--- src/rtl/core/remainder_range_sum_macros.svh ---
// Assertion helpers used by the block's control module.
// Each expects aclk and aresetn in the scope of the module that uses it.
`ifndef REMAINDER_RANGE_SUM_MACROS_SVH
`define REMAINDER_RANGE_SUM_MACROS_SVH

// Same-cycle implication.
`define RRS_ASSERT_IMP(lbl, ante, cons, msg) \
    lbl: assert property (@(posedge aclk) disable iff (!aresetn) (ante) |-> (cons)) \
        else $error(msg);

// Next-cycle implication.
`define RRS_ASSERT_NXT(lbl, ante, cons, msg) \
    lbl: assert property (@(posedge aclk) disable iff (!aresetn) (ante) |=> (cons)) \
        else $error(msg);

`endif

--- src/rtl/core/rrs_pkg.sv ---
package rrs_pkg;

    // Bits of the dividend and range bounds that take part in the sum.
    localparam int VALUE_BITS = 32;
    localparam int IDX_W      = VALUE_BITS + 1;
    localparam int ACC_W      = 2 * VALUE_BITS;
    localparam int PROD_W     = VALUE_BITS + IDX_W;
    localparam int DIV_CNT_W  = $clog2(VALUE_BITS);

    // Fixed field widths of the channels.
    localparam int FIELD_W    = 32;
    localparam int SUM_W      = 64;
    localparam int IN_DATA_W  = 2 * FIELD_W;
    localparam int CFG_DATA_W = 32;
    localparam int CFG_ADDR_W = 3;

    // Register index, taken from paddr[2].
    localparam logic REG_DIVIDEND = 1'b0;

    typedef enum logic [3:0] {
        OP_NONE,
        OP_LOAD,
        OP_DIV_Q,
        OP_CAP_Q,
        OP_DIV_END,
        OP_CAP_END,
        OP_CAP_B,
        OP_SET_TERM,
        OP_ACC_NEXT,
        OP_SET_TAIL,
        OP_ACC_TAIL,
        OP_RESULT
    } op_t;

    typedef struct packed {
        op_t op;
    } dp_cmd_t;

    typedef struct packed {
        logic div_busy;
        logic div_done;
        logic bad;
        logic more;
        logic tail;
    } dp_sts_t;

endpackage

--- src/rtl/core/remainder_range_sum.sv ---
// Sum of remainders of the configured dividend P over a divisor range.
// Write P through the APB port (register dividend at byte address 0) while
// the block is idle; reads return the stored value, pready is always high.
// Each request on the s_ channel carries range_low and range_high; one
// result per request leaves on the m_ channel with the exact 64-bit sum of
// P mod i for low <= i <= high, and m_tuser flags a rejected range (low of
// zero or low above high), which then carries a sum of zero.
// The range is walked in runs of equal quotient P / i. Each run costs two
// passes through the shared radix-2 divider plus control and multiply steps.
// A request takes one such run for each of the R runs inside min(high, P),
// R being at most about 2*sqrt(P). Indices above P take one extra multiply.
// One request is in work at a time; s_tready is high once the previous
// result has moved into the output register, even while that result still
// waits for m_tready. A stalled receiver holds the result and, once the next
// request is done, holds that one in the controller until the slot frees.
// Reset (aresetn low, synchronous) clears P, drops any request in work and
// empties the output register.
module remainder_range_sum
    import rrs_pkg::*;
(
    input  logic                  aclk,
    input  logic                  aresetn,
    // s_tdata: range_low [31:0], range_high [63:32]
    input  logic                  s_tvalid,
    output logic                  s_tready,
    input  logic [IN_DATA_W-1:0]  s_tdata,
    // m_tdata: remainder_sum [63:0]
    output logic                  m_tvalid,
    input  logic                  m_tready,
    output logic [SUM_W-1:0]      m_tdata,
    // m_tuser: bad_range [0]
    output logic [0:0]            m_tuser,
    input  logic                  psel,
    input  logic                  penable,
    input  logic                  pwrite,
    input  logic [CFG_ADDR_W-1:0] paddr,
    input  logic [CFG_DATA_W-1:0] pwdata,
    output logic [CFG_DATA_W-1:0] prdata,
    output logic                  pready
);

    logic [CFG_DATA_W-1:0] dividend_reg, dividend_next;
    logic                  cfg_write;
    dp_cmd_t               cmd;
    dp_sts_t               sts;

    assign pready    = 1'b1;
    assign cfg_write = psel && penable && pwrite && pready;

    always_comb begin
        dividend_next = dividend_reg;
        if (cfg_write && (paddr[2] == REG_DIVIDEND)) begin
            dividend_next = pwdata;
        end
    end

    always_ff @(posedge aclk) begin
        if (!aresetn) begin
            dividend_reg <= '0;
        end else begin
            dividend_reg <= dividend_next;
        end
    end

    assign prdata = (paddr[2] == REG_DIVIDEND) ? dividend_reg : '0;

    rrs_ctrl u_ctrl (
        .aclk     (aclk),
        .aresetn  (aresetn),
        .s_tvalid (s_tvalid),
        .s_tready (s_tready),
        .m_tvalid (m_tvalid),
        .m_tready (m_tready),
        .cmd      (cmd),
        .sts      (sts)
    );

    rrs_datapath u_datapath (
        .aclk          (aclk),
        .aresetn       (aresetn),
        .cmd           (cmd),
        .sts           (sts),
        .dividend      (dividend_reg),
        .range_low     (s_tdata[FIELD_W-1:0]),
        .range_high    (s_tdata[IN_DATA_W-1:FIELD_W]),
        .remainder_sum (m_tdata),
        .bad_range     (m_tuser[0])
    );

endmodule

--- src/rtl/core/rrs_div.sv ---
module rrs_div
    import rrs_pkg::*;
(
    input  logic                  aclk,
    input  logic                  aresetn,
    input  logic                  start,
    input  logic [VALUE_BITS-1:0] num,
    input  logic [VALUE_BITS-1:0] den,
    output logic                  busy,
    output logic                  done,
    output logic [VALUE_BITS-1:0] quot,
    output logic [VALUE_BITS-1:0] rem
);

    logic                  busy_reg, busy_next;
    logic                  done_reg, done_next;
    logic [DIV_CNT_W-1:0]  cnt_reg, cnt_next;
    logic [VALUE_BITS-1:0] num_reg, num_next;
    logic [VALUE_BITS-1:0] den_reg, den_next;
    logic [VALUE_BITS:0]   rem_reg, rem_next;

    logic [VALUE_BITS:0]   shifted;
    logic [VALUE_BITS:0]   trial;
    logic                  fits;

    // One quotient bit per cycle, restoring form.
    assign shifted = {rem_reg[VALUE_BITS-1:0], num_reg[VALUE_BITS-1]};
    assign trial   = shifted - {1'b0, den_reg};
    assign fits    = shifted >= {1'b0, den_reg};

    always_comb begin
        busy_next = busy_reg;
        done_next = 1'b0;
        cnt_next  = cnt_reg;
        num_next  = num_reg;
        den_next  = den_reg;
        rem_next  = rem_reg;
        if (start) begin
            busy_next = 1'b1;
            cnt_next  = '0;
            num_next  = num;
            den_next  = den;
            rem_next  = '0;
        end else if (busy_reg) begin
            rem_next = fits ? trial : shifted;
            num_next = {num_reg[VALUE_BITS-2:0], fits};
            cnt_next = cnt_reg + 1'b1;
            if (cnt_reg == DIV_CNT_W'(VALUE_BITS - 1)) begin
                busy_next = 1'b0;
                done_next = 1'b1;
            end
        end
    end

    always_ff @(posedge aclk) begin
        if (!aresetn) begin
            busy_reg <= 1'b0;
            done_reg <= 1'b0;
            cnt_reg  <= '0;
        end else begin
            busy_reg <= busy_next;
            done_reg <= done_next;
            cnt_reg  <= cnt_next;
        end
        num_reg <= num_next;
        den_reg <= den_next;
        rem_reg <= rem_next;
    end

    assign busy = busy_reg;
    assign done = done_reg;
    assign quot = num_reg;
    assign rem  = rem_reg[VALUE_BITS-1:0];

endmodule

--- src/rtl/core/rrs_datapath.sv ---
module rrs_datapath
    import rrs_pkg::*;
(
    input  logic                  aclk,
    input  logic                  aresetn,
    input  dp_cmd_t               cmd,
    output dp_sts_t               sts,
    input  logic [CFG_DATA_W-1:0] dividend,
    input  logic [FIELD_W-1:0]    range_low,
    input  logic [FIELD_W-1:0]    range_high,
    output logic [SUM_W-1:0]      remainder_sum,
    output logic                  bad_range
);

    logic [VALUE_BITS-1:0] p_reg, p_next;
    logic [VALUE_BITS-1:0] lo_reg, lo_next;
    logic [VALUE_BITS-1:0] hi_reg, hi_next;
    logic [VALUE_BITS-1:0] top_reg, top_next;
    logic [IDX_W-1:0]      i_reg, i_next;
    logic [VALUE_BITS-1:0] q_reg, q_next;
    logic [VALUE_BITS-1:0] end_reg, end_next;
    logic [VALUE_BITS-1:0] a_reg, a_next;
    logic [VALUE_BITS-1:0] b_reg, b_next;
    logic [VALUE_BITS-1:0] mul_x_reg, mul_x_next;
    logic [IDX_W-1:0]      mul_y_reg, mul_y_next;
    logic [PROD_W-1:0]     prod_reg, prod_next;
    logic [ACC_W-1:0]      acc_reg, acc_next;
    logic [SUM_W-1:0]      sum_out_reg, sum_out_next;
    logic                  bad_out_reg, bad_out_next;

    logic [VALUE_BITS-1:0] p_in, lo_in, hi_in;
    logic [VALUE_BITS-1:0] end_sel;
    logic [IDX_W-1:0]      run_cnt, run_sum;
    logic [IDX_W-1:0]      tail_start, tail_cnt;

    logic                  div_start;
    logic [VALUE_BITS-1:0] div_den;
    logic                  div_busy, div_done;
    logic [VALUE_BITS-1:0] div_quot, div_rem;

    assign p_in  = dividend[VALUE_BITS-1:0];
    assign lo_in = range_low[VALUE_BITS-1:0];
    assign hi_in = range_high[VALUE_BITS-1:0];

    assign div_start = (cmd.op == OP_DIV_Q) || (cmd.op == OP_DIV_END);
    assign div_den   = (cmd.op == OP_DIV_Q) ? i_reg[VALUE_BITS-1:0] : q_reg;

    rrs_div u_div (
        .aclk    (aclk),
        .aresetn (aresetn),
        .start   (div_start),
        .num     (p_reg),
        .den     (div_den),
        .busy    (div_busy),
        .done    (div_done),
        .quot    (div_quot),
        .rem     (div_rem)
    );

    // Last index of the current quotient run, clipped to the range.
    assign end_sel    = (div_quot > top_reg) ? top_reg : div_quot;
    assign run_cnt    = {1'b0, end_reg} - i_reg + 1'b1;
    assign run_sum    = {1'b0, a_reg} + {1'b0, b_reg};
    // Indices past the dividend each add the dividend itself.
    assign tail_start = (lo_reg > p_reg) ? {1'b0, lo_reg} : {1'b0, p_reg} + 1'b1;
    assign tail_cnt   = {1'b0, hi_reg} - tail_start + 1'b1;

    always_comb begin
        p_next       = p_reg;
        lo_next      = lo_reg;
        hi_next      = hi_reg;
        top_next     = top_reg;
        i_next       = i_reg;
        q_next       = q_reg;
        end_next     = end_reg;
        a_next       = a_reg;
        b_next       = b_reg;
        mul_x_next   = mul_x_reg;
        mul_y_next   = mul_y_reg;
        acc_next     = acc_reg;
        sum_out_next = sum_out_reg;
        bad_out_next = bad_out_reg;
        prod_next    = PROD_W'(mul_x_reg) * PROD_W'(mul_y_reg);
        unique case (cmd.op)
            OP_LOAD: begin
                p_next   = p_in;
                lo_next  = lo_in;
                hi_next  = hi_in;
                top_next = (hi_in < p_in) ? hi_in : p_in;
                i_next   = {1'b0, lo_in};
                acc_next = '0;
            end
            OP_CAP_Q: begin
                q_next = div_quot;
                a_next = div_rem;
            end
            OP_CAP_END: begin
                end_next   = end_sel;
                mul_x_next = q_reg;
                mul_y_next = {1'b0, end_sel};
            end
            OP_CAP_B: begin
                b_next = p_reg - prod_reg[VALUE_BITS-1:0];
            end
            OP_SET_TERM: begin
                // Halve whichever factor is even so the product stays exact.
                if (run_cnt[0]) begin
                    mul_x_next = run_cnt[VALUE_BITS-1:0];
                    mul_y_next = {1'b0, run_sum[IDX_W-1:1]};
                end else begin
                    mul_x_next = run_cnt[IDX_W-1:1];
                    mul_y_next = run_sum;
                end
            end
            OP_ACC_NEXT: begin
                acc_next = acc_reg + prod_reg[ACC_W-1:0];
                i_next   = {1'b0, end_reg} + 1'b1;
            end
            OP_SET_TAIL: begin
                mul_x_next = p_reg;
                mul_y_next = tail_cnt;
            end
            OP_ACC_TAIL: begin
                acc_next = acc_reg + prod_reg[ACC_W-1:0];
            end
            OP_RESULT: begin
                sum_out_next = SUM_W'(acc_reg);
                bad_out_next = sts.bad;
            end
            default: begin
            end
        endcase
    end

    always_ff @(posedge aclk) begin
        p_reg       <= p_next;
        lo_reg      <= lo_next;
        hi_reg      <= hi_next;
        top_reg     <= top_next;
        i_reg       <= i_next;
        q_reg       <= q_next;
        end_reg     <= end_next;
        a_reg       <= a_next;
        b_reg       <= b_next;
        mul_x_reg   <= mul_x_next;
        mul_y_reg   <= mul_y_next;
        prod_reg    <= prod_next;
        acc_reg     <= acc_next;
        sum_out_reg <= sum_out_next;
        bad_out_reg <= bad_out_next;
    end

    assign sts.div_busy = div_busy;
    assign sts.div_done = div_done;
    assign sts.bad      = (lo_reg == '0) || (lo_reg > hi_reg);
    assign sts.more     = i_reg <= {1'b0, top_reg};
    assign sts.tail     = hi_reg > p_reg;

    assign remainder_sum = sum_out_reg;
    assign bad_range     = bad_out_reg;

endmodule

--- src/rtl/core/rrs_ctrl.sv ---
`include "remainder_range_sum_macros.svh"

module rrs_ctrl
    import rrs_pkg::*;
(
    input  logic    aclk,
    input  logic    aresetn,
    input  logic    s_tvalid,
    output logic    s_tready,
    output logic    m_tvalid,
    input  logic    m_tready,
    output dp_cmd_t cmd,
    input  dp_sts_t sts
);

    typedef enum logic [3:0] {
        ST_IDLE,
        ST_CHECK,
        ST_DIVQ,
        ST_WAITQ,
        ST_DIVE,
        ST_WAITE,
        ST_MULB,
        ST_CAPB,
        ST_TERM,
        ST_MULT,
        ST_ACC,
        ST_TAIL,
        ST_TAILW,
        ST_TACC,
        ST_DONE
    } state_t;

    state_t state_reg, state_next;
    logic   m_valid_reg, m_valid_next;
    logic   div_issue;

    always_comb begin
        state_next   = state_reg;
        m_valid_next = m_valid_reg && !m_tready;
        cmd.op       = OP_NONE;
        unique case (state_reg)
            ST_IDLE: begin
                if (s_tvalid) begin
                    cmd.op     = OP_LOAD;
                    state_next = ST_CHECK;
                end
            end
            ST_CHECK: begin
                if (sts.bad) begin
                    state_next = ST_DONE;
                end else if (sts.more) begin
                    state_next = ST_DIVQ;
                end else if (sts.tail) begin
                    state_next = ST_TAIL;
                end else begin
                    state_next = ST_DONE;
                end
            end
            ST_DIVQ: begin
                cmd.op     = OP_DIV_Q;
                state_next = ST_WAITQ;
            end
            ST_WAITQ: begin
                if (sts.div_done) begin
                    cmd.op     = OP_CAP_Q;
                    state_next = ST_DIVE;
                end
            end
            ST_DIVE: begin
                cmd.op     = OP_DIV_END;
                state_next = ST_WAITE;
            end
            ST_WAITE: begin
                if (sts.div_done) begin
                    cmd.op     = OP_CAP_END;
                    state_next = ST_MULB;
                end
            end
            ST_MULB: begin
                state_next = ST_CAPB;
            end
            ST_CAPB: begin
                cmd.op     = OP_CAP_B;
                state_next = ST_TERM;
            end
            ST_TERM: begin
                cmd.op     = OP_SET_TERM;
                state_next = ST_MULT;
            end
            ST_MULT: begin
                state_next = ST_ACC;
            end
            ST_ACC: begin
                cmd.op     = OP_ACC_NEXT;
                state_next = ST_CHECK;
            end
            ST_TAIL: begin
                cmd.op     = OP_SET_TAIL;
                state_next = ST_TAILW;
            end
            ST_TAILW: begin
                state_next = ST_TACC;
            end
            ST_TACC: begin
                cmd.op     = OP_ACC_TAIL;
                state_next = ST_DONE;
            end
            ST_DONE: begin
                // Hold until the output register is free or drains this cycle.
                if (!m_valid_reg || m_tready) begin
                    cmd.op       = OP_RESULT;
                    m_valid_next = 1'b1;
                    state_next   = ST_IDLE;
                end
            end
            default: begin
                state_next = ST_IDLE;
            end
        endcase
    end

    always_ff @(posedge aclk) begin
        if (!aresetn) begin
            state_reg   <= ST_IDLE;
            m_valid_reg <= 1'b0;
        end else begin
            state_reg   <= state_next;
            m_valid_reg <= m_valid_next;
        end
    end

    assign s_tready  = (state_reg == ST_IDLE);
    assign m_tvalid  = m_valid_reg;
    assign div_issue = (cmd.op == OP_DIV_Q) || (cmd.op == OP_DIV_END);

    `RRS_ASSERT_IMP(a_div_free, div_issue, !sts.div_busy, "divide issued while divider busy")
    `RRS_ASSERT_NXT(a_div_no_early, div_issue, !sts.div_done, "divider done right after start")
    `RRS_ASSERT_NXT(a_load_check, s_tvalid && s_tready, state_reg == ST_CHECK, "load skipped")
    `RRS_ASSERT_IMP(a_result_slot, cmd.op == OP_RESULT, !m_tvalid || m_tready, "result lost")

endmodule

--- config.mk ---
export PLATFORM = sky130hd
export DESIGN_NAME = remainder_range_sum
export DESIGN_NICKNAME = d
export VERILOG_FILES = /design/src/rtl/core/rrs_pkg.sv /design/src/rtl/core/remainder_range_sum.sv /design/src/rtl/core/rrs_div.sv /design/src/rtl/core/rrs_datapath.sv /design/src/rtl/core/rrs_ctrl.sv
export VERILOG_INCLUDE_DIRS = /design/src /design/src/rtl/core
export SDC_FILE = /design/constraint.sdc
export NUM_CORES = 2
export LEC_CHECK = 0
export BUFFER_PORTS_ARGS = -buffer_cell sky130_fd_sc_hd__buf_4
export CELL_PAD_IN_SITES_DETAIL_PLACEMENT = 1
export CELL_PAD_IN_SITES_GLOBAL_PLACEMENT = 1
export CORE_MARGIN = 1
export CORE_UTILIZATION = 50
export DETAILED_ROUTE_END_ITERATION = 16
export PLACE_DENSITY = 0.85
export SYNTH_ARGS = -nofsm -noshare
export SYNTH_HDL_FRONTEND = slang
export SYNTH_HIERARCHICAL = 1
export SYNTH_SLANG_ARGS = --single-unit
export TNS_END_PERCENT = 10
--- constraint.sdc ---
create_clock -name aclk -period 9.6 [get_ports aclk]
set_input_delay 1.92 -clock aclk [delete_from_list [all_inputs] [get_ports aclk]]
set_output_delay 1.92 -clock aclk [all_outputs]
set_load 0.02 [all_outputs]
==> impl_results.md <==
* Relative slew slack at 10.1%
* Setup crit end kind: register
* Register clock-pin slew on the reported worst setup and hold paths at about 0.070 ns
* Period utilisation layout at between 90% and 100%
* Row cnt at around 140
* Crit-path max FO at 23
* Hold buffers post-CTS at 0
* Final Non-Filler Cells at 10300
* Post-CTS sizing at 0
* Drt via density at roughly 6.0
* RD Place Congestion at around 0.96
* Worst Path Required at about 10 ns
* Largest net degree at the start of global routing at about 70
* Post-CTS setup buffer count at 0
* Final setup fails at 0
* HP Class: reg2reg
* PortBufs at between 200 and 250
* Global-route wire length before repair at ~420000 um
* Initial antenna violation count at 9
* Slew Viols, Final at 0
* Vias in the first global route at 69000
* Die width at slightly below 400 um
* Longest Clk Path Bufs at 3
* Inst Count DP at a little over 10000
* Fmax at around 110 MHz
* DR pass1 iterations at 5
* CORE AREA at approximately 150000 um2
* CP arrival at around 9.7 ns
* Final setup TNS at 0 ns
* TritonCTS Buffers at 72
* Layout cells sized above 1 at between 7 and 8%
* Syn. warnings at 6
* ANT nets after route at 0
* CTS tree: done
* # DRC at 0
* Clock skew at about 0.019 ns
* Syn Std Cell Area at 77800 um2
* DR WL/cell at between 20 and 30 um
* RSZ-0062 raised after global routing: no
* Cell count after synthesis at 8115
* Htree depth at 3
* Post-detailed-placement half-perimeter wirelength at 222000 um
* Root buffer cell: clkbuf_16
* Area growth from synthesis to layout at 7.72%
* Clk Latency, worst-skew pair at 0.67 ns
* Avg Synthesized Cell Area at 9.59 um2
* Critical path startpoint category: register
* GRT Total Usage at between 30% and 40%
* Status: completed
* Final min period at approximately 9 ns
* Critical path class: reg2reg
* IO Count at approximately 210
* GR Overflow Total at 0
* DRT Wirelength at roughly 270000 um
* Max-Cap Viols at 0
* Routed vias at a little over 60000
* Die Area at between 150000 and 200000 um2
* Clock sinks at between 600 and 700
* Fin. Hold Viols at 0
* Die Y at 397 um
* Slew @ Worst Pin at about 1.3 ns
* Starting Density at ~50%
* Final critical-path setup slack at roughly 0.44 ns
* Final #Nets at about 9900
* DR iter-0 viols at about 4700
* Worst slack, placed at 0.678 ns
* Mapped Nets at 9889
layout by cell type (no fill, tap or decap), types with 16 or more instances in the layout:
cell,count
inv_1,1212
nand2_1,946
fa_1,931
ha_1,737
edfxtp_1,547
and2_1,503
a21oi_1,419
nor2_1,336
buf_4,325
o21ai_0,245
a21o_1,199
xnor2_1,198
dfxtp_1,140
nand3_1,113
xor2_1,109
nand4_1,108
mux2_2,102
nor2b_1,96
clkbuf_16,79
nor3_1,69
mux2i_1,66
o21a_1,51
nand2b_1,50
a31oi_1,47
and3_1,47
o21bai_1,45
a22oi_1,32
o211ai_1,32
a211oi_1,27
or3_1,21
nor4_1,17
a311oi_1,17
clkbuf_1,16
final cells by class:
type,count,area [um2]
Fill cell,17400,70400
Multi-Input combinational cell,5845,52600
Sequential cell,687,19200
Inverter,1214,4560
Tap cell,2044,2560
Timing Repair Buffer,326,2460
Clock buffer,102,2130
Clock inverter,32,279
Antenna cell,11,27.5
critical path, cell delays in order (launching register included):
cell,delay [ns]
edfxtp_1,1.16
buf_4,0.36
nand2_1,0.09
fa_1,0.54
fa_1,0.46
fa_1,0.51
fa_1,0.52
inv_1,0.06
fa_1,0.59
fa_1,0.48
fa_1,0.57
inv_1,0.10
fa_1,0.49
inv_1,0.05
ha_1,0.46
and4_1,0.30
and3_2,0.27
nand2_1,0.07
nor4_1,0.30
nand3_1,0.24
a211oi_1,0.59
o2111ai_1,0.26
a31oi_1,0.28
o22ai_1,0.13
xnor2_1,0.14
layer usage:
layer	track usage [%]	vias to the layer above	wire length, um
met1	42.2	31800	105000
met4	21.5	4	18800
met5	0	-	34
li1	-	26900	-
met3	4.47	761	16300
met2	58.9	2391	131000
through the flow:
stage	hold slack, ns	instance area [um2]	utilization, %
global placement	0.436	81400	52.8
detailed placement	0.444	81400	52.8
finish	0.457	83800	54.4
floorplan	0.431	77800	-
CTS	0.457	83800	54.3
global route	0.463	83800	54.4
final timing paths:
kind	from	end	slack, ns	cells after the start
setup / recovery	u_datapath/mul_x_reg[13]	u_datapath/prod_reg[63]	0.44	24
hold / removal	u_datapath/acc_reg[30]	u_datapath/remainder_sum[30]	0.46	0
setup reg to reg	u_datapath/mul_x_reg[13]	u_datapath/prod_reg[63]	0.44	24
hold reg to reg	u_datapath/acc_reg[30]	u_datapath/remainder_sum[30]	0.46	0
Power is left out: the tool's default activity adds up to more than one toggle a clock period on the data nets, which glitch-free logic cannot reach.
